[src/rtl/tqvg_pkg.sv]
`timescale 1ns / 1ps
`default_nettype none
// ----------------------------------------------------------------------------
// tqvg_pkg
// Shared types and constants of the tile quad vertex generator: tileset
// descriptor layout, stage payloads and vertex order codes.
// ----------------------------------------------------------------------------
package tqvg_pkg;

  // Stream widths (tdata padded to whole bytes)
  localparam int IN_TDATA_W  = 40;
  localparam int OUT_TDATA_W = 96;

  // Field widths
  localparam int GRID_W  = 10;
  localparam int ID_W    = 16;
  localparam int BYTE_W  = 8;
  localparam int SCR_W   = 18;
  localparam int TEX_W   = 25;
  localparam int COUNT_W = 3;
  localparam int ENTRY_W = 64;

  // Register index of the tileset count; entry k sits at index k + 1
  localparam int REG_COUNT_IDX = 0;

  // Divider: 16-bit local id by 8-bit column count
  localparam int DIV_W     = ID_W;
  localparam int REM_W     = BYTE_W;
  localparam int DIV_BPS   = 4;
  localparam int DIV_STAGES = DIV_W / DIV_BPS;

  // Vertex order of the two triangles
  localparam logic [2:0] V_LT   = 3'd0;
  localparam logic [2:0] V_RT_A = 3'd1;
  localparam logic [2:0] V_LB_A = 3'd2;
  localparam logic [2:0] V_RT_B = 3'd3;
  localparam logic [2:0] V_RB   = 3'd4;
  localparam logic [2:0] V_LB_B = 3'd5;

  // Tileset descriptor, first id in the low bits
  typedef struct packed {
    logic [BYTE_W-1:0] key;
    logic [BYTE_W-1:0] margin;
    logic [BYTE_W-1:0] spacing;
    logic [BYTE_W-1:0] cols;
    logic [BYTE_W-1:0] tile_h;
    logic [BYTE_W-1:0] tile_w;
    logic [ID_W-1:0]   first_id;
  } tileset_t;

  // Payload after the table lookup
  typedef struct packed {
    logic [GRID_W-1:0] grid_x;
    logic [GRID_W-1:0] grid_y;
    logic [ID_W-1:0]   rel_id;
    logic [BYTE_W-1:0] tile_w;
    logic [BYTE_W-1:0] tile_h;
    logic [BYTE_W-1:0] cols;
    logic [BYTE_W-1:0] spacing;
    logic [BYTE_W-1:0] margin;
    logic [BYTE_W-1:0] key;
    logic              err;
  } lkup_t;

  // Payload after the division
  typedef struct packed {
    lkup_t            lk;
    logic [DIV_W-1:0] row;
    logic [REM_W-1:0] col;
  } divres_t;

  // Quad corners ready for emission
  typedef struct packed {
    logic [SCR_W-1:0]  left;
    logic [SCR_W-1:0]  right;
    logic [SCR_W-1:0]  top;
    logic [SCR_W-1:0]  bottom;
    logic [TEX_W-1:0]  tex_l;
    logic [TEX_W-1:0]  tex_r;
    logic [TEX_W-1:0]  tex_t;
    logic [TEX_W-1:0]  tex_b;
    logic [BYTE_W-1:0] key;
    logic              err;
  } quad_t;

endpackage
`default_nettype wire

[src/rtl/tqvg_lookup.sv]
`timescale 1ns / 1ps
`default_nettype none
// ----------------------------------------------------------------------------
// tqvg_lookup
// Tileset table registers and the first pipeline stage: picks the last
// enabled entry whose first id is at most the tile id.
// ----------------------------------------------------------------------------
module tqvg_lookup #(
  parameter int NUM_TILESETS = 4
) (
  input  logic                                  clk,
  input  logic                                  rst_n,
  input  logic                                  cfg_we,
  input  logic [$clog2(NUM_TILESETS+1)-1:0]     cfg_index,
  input  logic [tqvg_pkg::ENTRY_W-1:0]          cfg_wdata,
  input  logic                                  in_valid,
  output logic                                  in_ready,
  input  logic [tqvg_pkg::GRID_W-1:0]           in_grid_x,
  input  logic [tqvg_pkg::GRID_W-1:0]           in_grid_y,
  input  logic [tqvg_pkg::ID_W-1:0]             in_tile_id,
  output logic                                  out_valid,
  input  logic                                  out_ready,
  output tqvg_pkg::lkup_t                       out_data
);
  import tqvg_pkg::*;

  logic [COUNT_W-1:0] count_r;
  tileset_t           entry_r [NUM_TILESETS];
  logic               valid_r;
  lkup_t              data_r;
  logic               found;
  tileset_t           sel;
  logic               stage_ready;
  lkup_t              data_nxt;

  // Configuration writes; unknown indexes fall through
  always_ff @(posedge clk) begin
    if (!rst_n) begin
      count_r <= '0;
      for (int i = 0; i < NUM_TILESETS; i++) begin
        entry_r[i] <= '0;
      end
    end else if (cfg_we) begin
      if (int'(cfg_index) == REG_COUNT_IDX) begin
        count_r <= cfg_wdata[COUNT_W-1:0];
      end
      for (int i = 0; i < NUM_TILESETS; i++) begin
        if (int'(cfg_index) == i + 1) begin
          entry_r[i] <= tileset_t'(cfg_wdata);
        end
      end
    end
  end

  // Table search, last match wins
  always_comb begin
    found = 1'b0;
    sel   = '0;
    for (int i = 0; i < NUM_TILESETS; i++) begin
      if (i < int'(count_r) && in_tile_id >= entry_r[i].first_id) begin
        found = 1'b1;
        sel   = entry_r[i];
      end
    end
  end

  always_comb begin
    data_nxt.grid_x   = in_grid_x;
    data_nxt.grid_y   = in_grid_y;
    data_nxt.rel_id   = in_tile_id - sel.first_id;
    data_nxt.tile_w   = sel.tile_w;
    data_nxt.tile_h   = sel.tile_h;
    data_nxt.cols     = sel.cols;
    data_nxt.spacing  = sel.spacing;
    data_nxt.margin   = sel.margin;
    data_nxt.key      = sel.key;
    data_nxt.err      = !found || (sel.cols == '0);
  end

  assign stage_ready = !valid_r || out_ready;
  assign in_ready    = stage_ready;

  // Stage register
  always_ff @(posedge clk) begin
    if (!rst_n) begin
      valid_r <= 1'b0;
    end else if (stage_ready) begin
      valid_r <= in_valid;
    end
  end

  always_ff @(posedge clk) begin
    if (stage_ready && in_valid) begin
      data_r <= data_nxt;
    end
  end

  assign out_valid = valid_r;
  assign out_data  = data_r;

endmodule
`default_nettype wire

[src/rtl/tqvg_divider.sv]
`timescale 1ns / 1ps
`default_nettype none
// ----------------------------------------------------------------------------
// tqvg_divider
// Pipelined restoring divider: local id by column count, four quotient
// bits per stage. Gives atlas row (quotient) and column (remainder).
// ----------------------------------------------------------------------------
module tqvg_divider (
  input  logic              clk,
  input  logic              rst_n,
  input  logic              in_valid,
  output logic              in_ready,
  input  tqvg_pkg::lkup_t   in_data,
  output logic              out_valid,
  input  logic              out_ready,
  output tqvg_pkg::divres_t out_data
);
  import tqvg_pkg::*;

  logic             valid_r     [DIV_STAGES];
  lkup_t            pl_r        [DIV_STAGES];
  logic [REM_W-1:0] rem_r       [DIV_STAGES];
  logic [DIV_W-1:0] quot_r      [DIV_STAGES];
  logic             stage_ready [DIV_STAGES];
  logic             up_valid    [DIV_STAGES];
  lkup_t            pl_in       [DIV_STAGES];
  logic [REM_W-1:0] rem_nxt     [DIV_STAGES];
  logic [DIV_W-1:0] quot_nxt    [DIV_STAGES];

  // Ready chain, back to front; an empty stage always takes data
  always_comb begin
    for (int s = DIV_STAGES - 1; s >= 0; s--) begin
      if (s == DIV_STAGES - 1) begin
        stage_ready[s] = !valid_r[s] || out_ready;
      end else begin
        stage_ready[s] = !valid_r[s] || stage_ready[s+1];
      end
    end
  end

  // Division steps of each stage
  always_comb begin
    logic [REM_W:0]   trial;
    logic [REM_W-1:0] r;
    logic [DIV_W-1:0] q;
    for (int s = 0; s < DIV_STAGES; s++) begin
      if (s == 0) begin
        up_valid[s] = in_valid;
        pl_in[s]    = in_data;
        r           = '0;
        q           = '0;
      end else begin
        up_valid[s] = valid_r[s-1];
        pl_in[s]    = pl_r[s-1];
        r           = rem_r[s-1];
        q           = quot_r[s-1];
      end
      for (int b = 0; b < DIV_BPS; b++) begin
        trial = {r, pl_in[s].rel_id[DIV_W - 1 - s * DIV_BPS - b]};
        if (trial >= {1'b0, pl_in[s].cols}) begin
          trial = trial - {1'b0, pl_in[s].cols};
          q     = {q[DIV_W-2:0], 1'b1};
        end else begin
          q     = {q[DIV_W-2:0], 1'b0};
        end
        r = trial[REM_W-1:0];
      end
      rem_nxt[s]  = r;
      quot_nxt[s] = q;
    end
  end

  // Stage registers
  always_ff @(posedge clk) begin
    if (!rst_n) begin
      for (int s = 0; s < DIV_STAGES; s++) begin
        valid_r[s] <= 1'b0;
      end
    end else begin
      for (int s = 0; s < DIV_STAGES; s++) begin
        if (stage_ready[s]) begin
          valid_r[s] <= up_valid[s];
        end
      end
    end
  end

  always_ff @(posedge clk) begin
    for (int s = 0; s < DIV_STAGES; s++) begin
      if (stage_ready[s] && up_valid[s]) begin
        pl_r[s]   <= pl_in[s];
        rem_r[s]  <= rem_nxt[s];
        quot_r[s] <= quot_nxt[s];
      end
    end
  end

  assign in_ready     = stage_ready[0];
  assign out_valid    = valid_r[DIV_STAGES-1];
  assign out_data.lk  = pl_r[DIV_STAGES-1];
  assign out_data.row = quot_r[DIV_STAGES-1];
  assign out_data.col = rem_r[DIV_STAGES-1];

endmodule
`default_nettype wire

[src/rtl/tqvg_coord.sv]
`timescale 1ns / 1ps
`default_nettype none
// ----------------------------------------------------------------------------
// tqvg_coord
// Two stages: products of grid positions with tile size and of atlas
// positions with tile pitch, then the edge sums that give the quad corners.
// ----------------------------------------------------------------------------
module tqvg_coord (
  input  logic              clk,
  input  logic              rst_n,
  input  logic              in_valid,
  output logic              in_ready,
  input  tqvg_pkg::divres_t in_data,
  output logic              out_valid,
  input  logic              out_ready,
  output tqvg_pkg::quad_t   out_data
);
  import tqvg_pkg::*;

  localparam int PITCH_W = BYTE_W + 1;
  localparam int PU_W    = SCR_W - 1;

  // Multiply stage registers
  logic              valid_a_r;
  logic [SCR_W-1:0]  px_r;
  logic [SCR_W-1:0]  py_r;
  logic [PU_W-1:0]   pu_r;
  logic [TEX_W-1:0]  pv_r;
  logic [BYTE_W-1:0] w_r;
  logic [BYTE_W-1:0] h_r;
  logic [BYTE_W-1:0] mg_r;
  logic [BYTE_W-1:0] key_r;
  logic              err_r;

  // Sum stage registers
  logic              valid_b_r;
  quad_t             quad_r;

  logic              ready_a;
  logic              ready_b;
  logic [PITCH_W-1:0] pitch_u;
  logic [PITCH_W-1:0] pitch_v;
  logic [SCR_W-1:0]  tex_l_s;
  logic [TEX_W-1:0]  tex_t_s;
  quad_t             quad_nxt;

  assign ready_b  = !valid_b_r || out_ready;
  assign ready_a  = !valid_a_r || ready_b;
  assign in_ready = ready_a;

  assign pitch_u = PITCH_W'(in_data.lk.tile_w) + PITCH_W'(in_data.lk.spacing);
  assign pitch_v = PITCH_W'(in_data.lk.tile_h) + PITCH_W'(in_data.lk.spacing);

  // Valid bits
  always_ff @(posedge clk) begin
    if (!rst_n) begin
      valid_a_r <= 1'b0;
      valid_b_r <= 1'b0;
    end else begin
      if (ready_a) begin
        valid_a_r <= in_valid;
      end
      if (ready_b) begin
        valid_b_r <= valid_a_r;
      end
    end
  end

  // Products
  always_ff @(posedge clk) begin
    if (ready_a && in_valid) begin
      px_r  <= SCR_W'(in_data.lk.grid_x) * SCR_W'(in_data.lk.tile_w);
      py_r  <= SCR_W'(in_data.lk.grid_y) * SCR_W'(in_data.lk.tile_h);
      pu_r  <= PU_W'(in_data.col) * PU_W'(pitch_u);
      pv_r  <= TEX_W'(in_data.row) * TEX_W'(pitch_v);
      w_r   <= in_data.lk.tile_w;
      h_r   <= in_data.lk.tile_h;
      mg_r  <= in_data.lk.margin;
      key_r <= in_data.lk.key;
      err_r <= in_data.lk.err;
    end
  end

  // Corner sums
  always_comb begin
    tex_l_s         = SCR_W'(pu_r) + SCR_W'(mg_r);
    tex_t_s         = pv_r + TEX_W'(mg_r);
    quad_nxt.left   = px_r;
    quad_nxt.right  = px_r + SCR_W'(w_r);
    quad_nxt.top    = py_r;
    quad_nxt.bottom = py_r + SCR_W'(h_r);
    quad_nxt.tex_l  = TEX_W'(tex_l_s);
    quad_nxt.tex_r  = TEX_W'(tex_l_s + SCR_W'(w_r));
    quad_nxt.tex_t  = tex_t_s;
    quad_nxt.tex_b  = tex_t_s + TEX_W'(h_r);
    quad_nxt.key    = key_r;
    quad_nxt.err    = err_r;
  end

  always_ff @(posedge clk) begin
    if (ready_b && valid_a_r) begin
      quad_r <= quad_nxt;
    end
  end

  assign out_valid = valid_b_r;
  assign out_data  = quad_r;

endmodule
`default_nettype wire

[src/rtl/tqvg_emit.sv]
`timescale 1ns / 1ps
`default_nettype none
// ----------------------------------------------------------------------------
// tqvg_emit
// Holds one quad and walks its six vertices into the output register;
// a failed lookup gives a single error result instead.
// ----------------------------------------------------------------------------
module tqvg_emit (
  input  logic                             clk,
  input  logic                             rst_n,
  input  logic                             in_valid,
  output logic                             in_ready,
  input  tqvg_pkg::quad_t                  in_data,
  output logic                             out_tvalid,
  input  logic                             out_tready,
  output logic [tqvg_pkg::OUT_TDATA_W-1:0] out_tdata,
  output logic                             out_tuser,
  output logic                             out_tlast
);
  import tqvg_pkg::*;

  localparam int PAD_W = OUT_TDATA_W - 2 * SCR_W - 2 * TEX_W - BYTE_W;

  logic              buf_valid_r;
  quad_t             buf_r;
  logic [2:0]        vidx_r;
  logic              out_valid_r;
  logic [SCR_W-1:0]  vx_r;
  logic [SCR_W-1:0]  vy_r;
  logic [TEX_W-1:0]  tu_r;
  logic [TEX_W-1:0]  tv_r;
  logic [BYTE_W-1:0] key_r;
  logic              err_r;
  logic              last_r;

  logic              out_load;
  logic              buf_last;
  logic              is_right;
  logic              is_bottom;
  logic              take;
  logic              buf_valid_nxt;
  logic [2:0]        vidx_nxt;

  assign out_load = buf_valid_r && (!out_valid_r || out_tready);
  assign buf_last = buf_r.err || (vidx_r == V_LB_B);
  assign in_ready = !buf_valid_r || (out_load && buf_last);
  assign take     = in_valid && in_ready;

  // Corner selection for the current vertex
  always_comb begin
    case (vidx_r)
      V_LT:    begin is_right = 1'b0; is_bottom = 1'b0; end
      V_RT_A:  begin is_right = 1'b1; is_bottom = 1'b0; end
      V_LB_A:  begin is_right = 1'b0; is_bottom = 1'b1; end
      V_RT_B:  begin is_right = 1'b1; is_bottom = 1'b0; end
      V_RB:    begin is_right = 1'b1; is_bottom = 1'b1; end
      V_LB_B:  begin is_right = 1'b0; is_bottom = 1'b1; end
      default: begin is_right = 1'b0; is_bottom = 1'b0; end
    endcase
  end

  // Quad buffer and vertex counter
  always_comb begin
    buf_valid_nxt = buf_valid_r;
    vidx_nxt      = vidx_r;
    if (take) begin
      buf_valid_nxt = 1'b1;
      vidx_nxt      = V_LT;
    end else if (out_load && buf_last) begin
      buf_valid_nxt = 1'b0;
    end else if (out_load) begin
      vidx_nxt      = vidx_r + 3'd1;
    end
  end

  always_ff @(posedge clk) begin
    if (!rst_n) begin
      buf_valid_r <= 1'b0;
      vidx_r      <= V_LT;
      out_valid_r <= 1'b0;
    end else begin
      buf_valid_r <= buf_valid_nxt;
      vidx_r      <= vidx_nxt;
      if (out_load) begin
        out_valid_r <= 1'b1;
      end else if (out_tready) begin
        out_valid_r <= 1'b0;
      end
    end
  end

  always_ff @(posedge clk) begin
    if (take) begin
      buf_r <= in_data;
    end
  end

  // Output register
  always_ff @(posedge clk) begin
    if (out_load) begin
      if (buf_r.err) begin
        vx_r  <= '0;
        vy_r  <= '0;
        tu_r  <= '0;
        tv_r  <= '0;
        key_r <= '0;
      end else begin
        vx_r  <= is_right  ? buf_r.right  : buf_r.left;
        vy_r  <= is_bottom ? buf_r.bottom : buf_r.top;
        tu_r  <= is_right  ? buf_r.tex_r  : buf_r.tex_l;
        tv_r  <= is_bottom ? buf_r.tex_b  : buf_r.tex_t;
        key_r <= buf_r.key;
      end
      err_r  <= buf_r.err;
      last_r <= buf_last;
    end
  end

  assign out_tvalid = out_valid_r;
  assign out_tdata  = {{PAD_W{1'b0}}, key_r, tv_r, tu_r, vy_r, vx_r};
  assign out_tuser  = err_r;
  assign out_tlast  = last_r;

endmodule
`default_nettype wire

[src/rtl/tile_quad_vertex_generator_top.sv]
`timescale 1ns / 1ps
`default_nettype none
// ----------------------------------------------------------------------------
// tile_quad_vertex_generator_top
// Turns map tiles into two textured triangles (six vertices) per tile.
// ----------------------------------------------------------------------------
// Usage:
//   Input stream carries one tile per transfer (grid cell and global id).
//   Output stream gives six vertex transfers per tile, tlast on the sixth;
//   a tile with no matching tileset, or one with zero columns, gives a
//   single transfer with tuser set and tlast set, all data zero.
//   Tileset table is written through the cfg port while the block is idle.
// Timing:
//   First vertex passes through lookup, four divider stages, multiply,
//   corner sums, quad buffer and output register.
//   Tiles enter every cycle until the pipeline fills; sustained rate is set
//   by the single output channel, which carries one vertex per cycle while
//   the receiver accepts, six vertices per tile (one for error tiles).
// Reset and stall:
//   Reset clears the pipeline and the tileset table (count zero).
//   When the receiver stalls, the output holds, the pipeline fills and
//   in_tready drops; nothing is lost or repeated.
// ----------------------------------------------------------------------------
module tile_quad_vertex_generator_top #(
  parameter int NUM_TILESETS = 4
) (
  input  logic                              clk,
  input  logic                              rst_n,
  // Configuration
  input  logic                              cfg_we,
  input  logic [$clog2(NUM_TILESETS+1)-1:0] cfg_index,
  input  logic [tqvg_pkg::ENTRY_W-1:0]      cfg_wdata,
  // Tile input
  input  logic                              in_tvalid,
  output logic                              in_tready,
  input  logic [tqvg_pkg::IN_TDATA_W-1:0]   in_tdata,   // grid_x, grid_y, tile_id
  // Vertex output
  output logic                              out_tvalid,
  input  logic                              out_tready,
  output logic [tqvg_pkg::OUT_TDATA_W-1:0]  out_tdata,  // vertex_x, vertex_y, texel_u,
                                                        // texel_v, tex_key
  output logic                              out_tuser,  // lookup_error
  output logic                              out_tlast   // last_vertex
);
  import tqvg_pkg::*;

  logic    lk_valid;
  logic    lk_ready;
  lkup_t   lk_data;
  logic    dv_valid;
  logic    dv_ready;
  divres_t dv_data;
  logic    qd_valid;
  logic    qd_ready;
  quad_t   qd_data;

  tqvg_lookup #(
    .NUM_TILESETS (NUM_TILESETS)
  ) u_lookup (
    .clk        (clk),
    .rst_n      (rst_n),
    .cfg_we     (cfg_we),
    .cfg_index  (cfg_index),
    .cfg_wdata  (cfg_wdata),
    .in_valid   (in_tvalid),
    .in_ready   (in_tready),
    .in_grid_x  (in_tdata[GRID_W-1:0]),
    .in_grid_y  (in_tdata[2*GRID_W-1:GRID_W]),
    .in_tile_id (in_tdata[2*GRID_W+ID_W-1:2*GRID_W]),
    .out_valid  (lk_valid),
    .out_ready  (lk_ready),
    .out_data   (lk_data)
  );

  tqvg_divider u_divider (
    .clk       (clk),
    .rst_n     (rst_n),
    .in_valid  (lk_valid),
    .in_ready  (lk_ready),
    .in_data   (lk_data),
    .out_valid (dv_valid),
    .out_ready (dv_ready),
    .out_data  (dv_data)
  );

  tqvg_coord u_coord (
    .clk       (clk),
    .rst_n     (rst_n),
    .in_valid  (dv_valid),
    .in_ready  (dv_ready),
    .in_data   (dv_data),
    .out_valid (qd_valid),
    .out_ready (qd_ready),
    .out_data  (qd_data)
  );

  tqvg_emit u_emit (
    .clk        (clk),
    .rst_n      (rst_n),
    .in_valid   (qd_valid),
    .in_ready   (qd_ready),
    .in_data    (qd_data),
    .out_tvalid (out_tvalid),
    .out_tready (out_tready),
    .out_tdata  (out_tdata),
    .out_tuser  (out_tuser),
    .out_tlast  (out_tlast)
  );

endmodule
`default_nettype wire

[config.mk]
export PLATFORM = sky130hd
export DESIGN_NAME = tile_quad_vertex_generator_top
export DESIGN_NICKNAME = d
export VERILOG_FILES = /design/src/rtl/tqvg_pkg.sv /design/src/rtl/tqvg_lookup.sv /design/src/rtl/tqvg_divider.sv /design/src/rtl/tqvg_coord.sv /design/src/rtl/tqvg_emit.sv /design/src/rtl/tile_quad_vertex_generator_top.sv
export SDC_FILE = /design/constraint.sdc
export NUM_CORES = 2
export LEC_CHECK = 0
export BUFFER_PORTS_ARGS = -buffer_cell sky130_fd_sc_hd__buf_2
export CORE_MARGIN = 2
export CORE_UTILIZATION = 35
export DETAILED_ROUTE_END_ITERATION = 8
export GPL_TIMING_DRIVEN = 0
export SETUP_SLACK_MARGIN = 0.15
export SYNTH_ARGS = -nofsm -noshare
export SYNTH_HDL_FRONTEND = slang
export SYNTH_HIERARCHICAL = 1
export SYNTH_SLANG_ARGS = --single-unit
[constraint.sdc]
create_clock -name clk -period 12.8 [get_ports clk]
set_input_delay 2.56 -clock clk [delete_from_list [all_inputs] [get_ports clk]]
set_output_delay 2.56 -clock clk [all_outputs]
set_load 0.01 [all_outputs]
==> impl_metrics.tcl <==
set metrics [dict create \
    status "finished clean" \
    row_count 162 \
    final_cell_mix "edfxtp_1 (1262), inv_1 (514), and2_1 (466)" \
    ios 212 \
    multi_input_area_sq_mm 0.02758 \
    p_leak_nw 30.30 \
    clock-sinks 1276 \
    hold_viol 0 \
    drt-initial-drc-count 2555 \
    drive_above_1_share 0.1155 \
    post-place-ws_ps 2185 \
    fin_cells 8363 \
    dr_wl_met2_um 73200 \
    portBuffers 205 \
    root_buffer "clkbuf_16" \
    syn_to_final_growth_pct 14.08 \
    wl_met1_um 64540 \
    vias 40640 \
    grt_setup_unrepaired "false" \
    finalPower_mw 15.91 \
    holdWs_ps 395.1 \
    synthesis.instances 5312 \
    fin_area_sq_mm 0.07789 \
    initial_utilization 0.3512 \
    cp-end-kind "flip-flop" \
    cts_buffers 138 \
    synth.avg_cell_area_sq_um 12.85 \
    met3_length_um 7858 \
    power_density_mw_per_mm2 204.3 \
    via_per_inst 4.860 \
    hold_buffers 0 \
    fill_cells 18010 \
    postLayoutCoreUtil 0.4007 \
    cp-start-kind "flip-flop" \
    slew_violations 0 \
    hp-class "reg2reg" \
    clkLatencyLatePin_ps 790 \
    grt_max_degree 68 \
    post-place-cells 8109 \
    min_period_ps 10650 \
    routedWlPerCell_um 17.94 \
    criticalPathCategory "reg2reg" \
    required_ps 13300 \
    fin_skew_ps 38.22 \
    setup_slack_ps 2149 \
    die_w_um 445.7 \
    cts_buffer_depth 3 \
    max_stage_delay_ps 510 \
    clk_pin_slew_ps 70 \
    vdd_drop_max_v 0.0003490 \
    firstDrtPassIters 7 \
    htreeDepth 4 \
    netlist_area_sq_mm 0.06828 \
    nets 6507 \
    reg2reg_slack_ps 2150 \
    path_max_fanout 10 \
    antenna_found_initial 42 \
    cap_violations 0 \
    cts_resized 0 \
    drc 0 \
    drtAntennaViolNets 0 \
    track_usage 0.1516 \
    tightestPinTransition_ps 1403 \
    synth_warnings 6 \
    cts_tree "built" \
    layout_commonest_cell "edfxtp_1" \
    placed_area_sq_mm 0.07344 \
    worst-path-buf-inv 10 \
    die_h_um 445.7 \
    cts_setup_buffers 0 \
    critPathArrivalTime_ps 11150 \
    fin_crit_sh 0.8321 \
    die_area_sq_mm 0.1986 \
    finalSetupTns_ps 0 \
    grt_pass1_vias 41890 \
    grt_overflow 0 \
    relSlewSlack 0.06141 \
    setup_viol 0 \
    dp_hpwl_um 114000 \
    wirelength_um 150000 \
    cpMaxStageDelayCell "a2111oi_4" \
    timing.fmax_mhz 93.89 \
    routed.top_layer "met5" \
    crit_family "compound AO/OA/AOI/OAI gates" \
    regArea_sq_mm 0.03818 \
    place.gp.congestion 0.8583 \
    grt_first_pass_wirelength_um 234800 \
    core_region_area_sq_mm 0.1944 \
]
## flip-flops by register name, summed over array words and instances (netlist names), 25 cells and up
name               cells
u_coord/pv_r          25
u_emit/tu_r           25
u_divider/quot_r      40
u_coord/out_data     168
u_lookup/entry_r     256
u_emit/buf_r         181
u_divider/rem_r       32
u_lookup/out_data     85
u_divider/pl_r       292
u_emit/tv_r           25
## per-layer routing
metal / track usage / vias to the layer above
li1: - / 19670
met1: 0.1913 / 19740
met2: 0.2601 / 911
met3: 0.03136 / 287
met4: 0.04692 / 44
met5: 0 / -
## power breakdown
| part | switching, mW | total, mW | internal, mW |
|---|---|---|---|
| logic | 3.64 | 6.81 | 3.17 |
| clock network | 1.66 | 3.90 | 2.25 |
| registers | 0.100 | 5.20 | 5.10 |
| total | 5.39 | 15.9 | 10.5 |
## final cells by class
class | instances | share of cell area
flip-flops and latches | 1276 | 0.4902
multi-input cells | 3378 | 0.3542
clock buffers | 168 | 0.04660
well taps | 2542 | 0.04084
inverters | 517 | 0.02493
repair buffers | 241 | 0.02333
clock inverters | 84 | 0.01041
plain buffers | 155 | 0.009510
diodes | 2 | 0.00006426
## path summary, 6_finish.rpt
path / from / to / depth (start not counted)
setup / recovery: u_divider/pl_r[2][26]$_DFFE_PP_ / u_divider/rem_r[3][3]$_DFFE_PP_ / 43
hold / removal: u_divider/pl_r[2][82]$_DFFE_PP_ / u_divider/pl_r[3][82]$_DFFE_PP_ / 0
setup reg to reg: u_divider/pl_r[2][26]$_DFFE_PP_ / u_divider/rem_r[3][3]$_DFFE_PP_ / 43
hold reg to reg: u_divider/pl_r[2][82]$_DFFE_PP_ / u_divider/pl_r[3][82]$_DFFE_PP_ / 0
(Power assumes the default switching activity.)
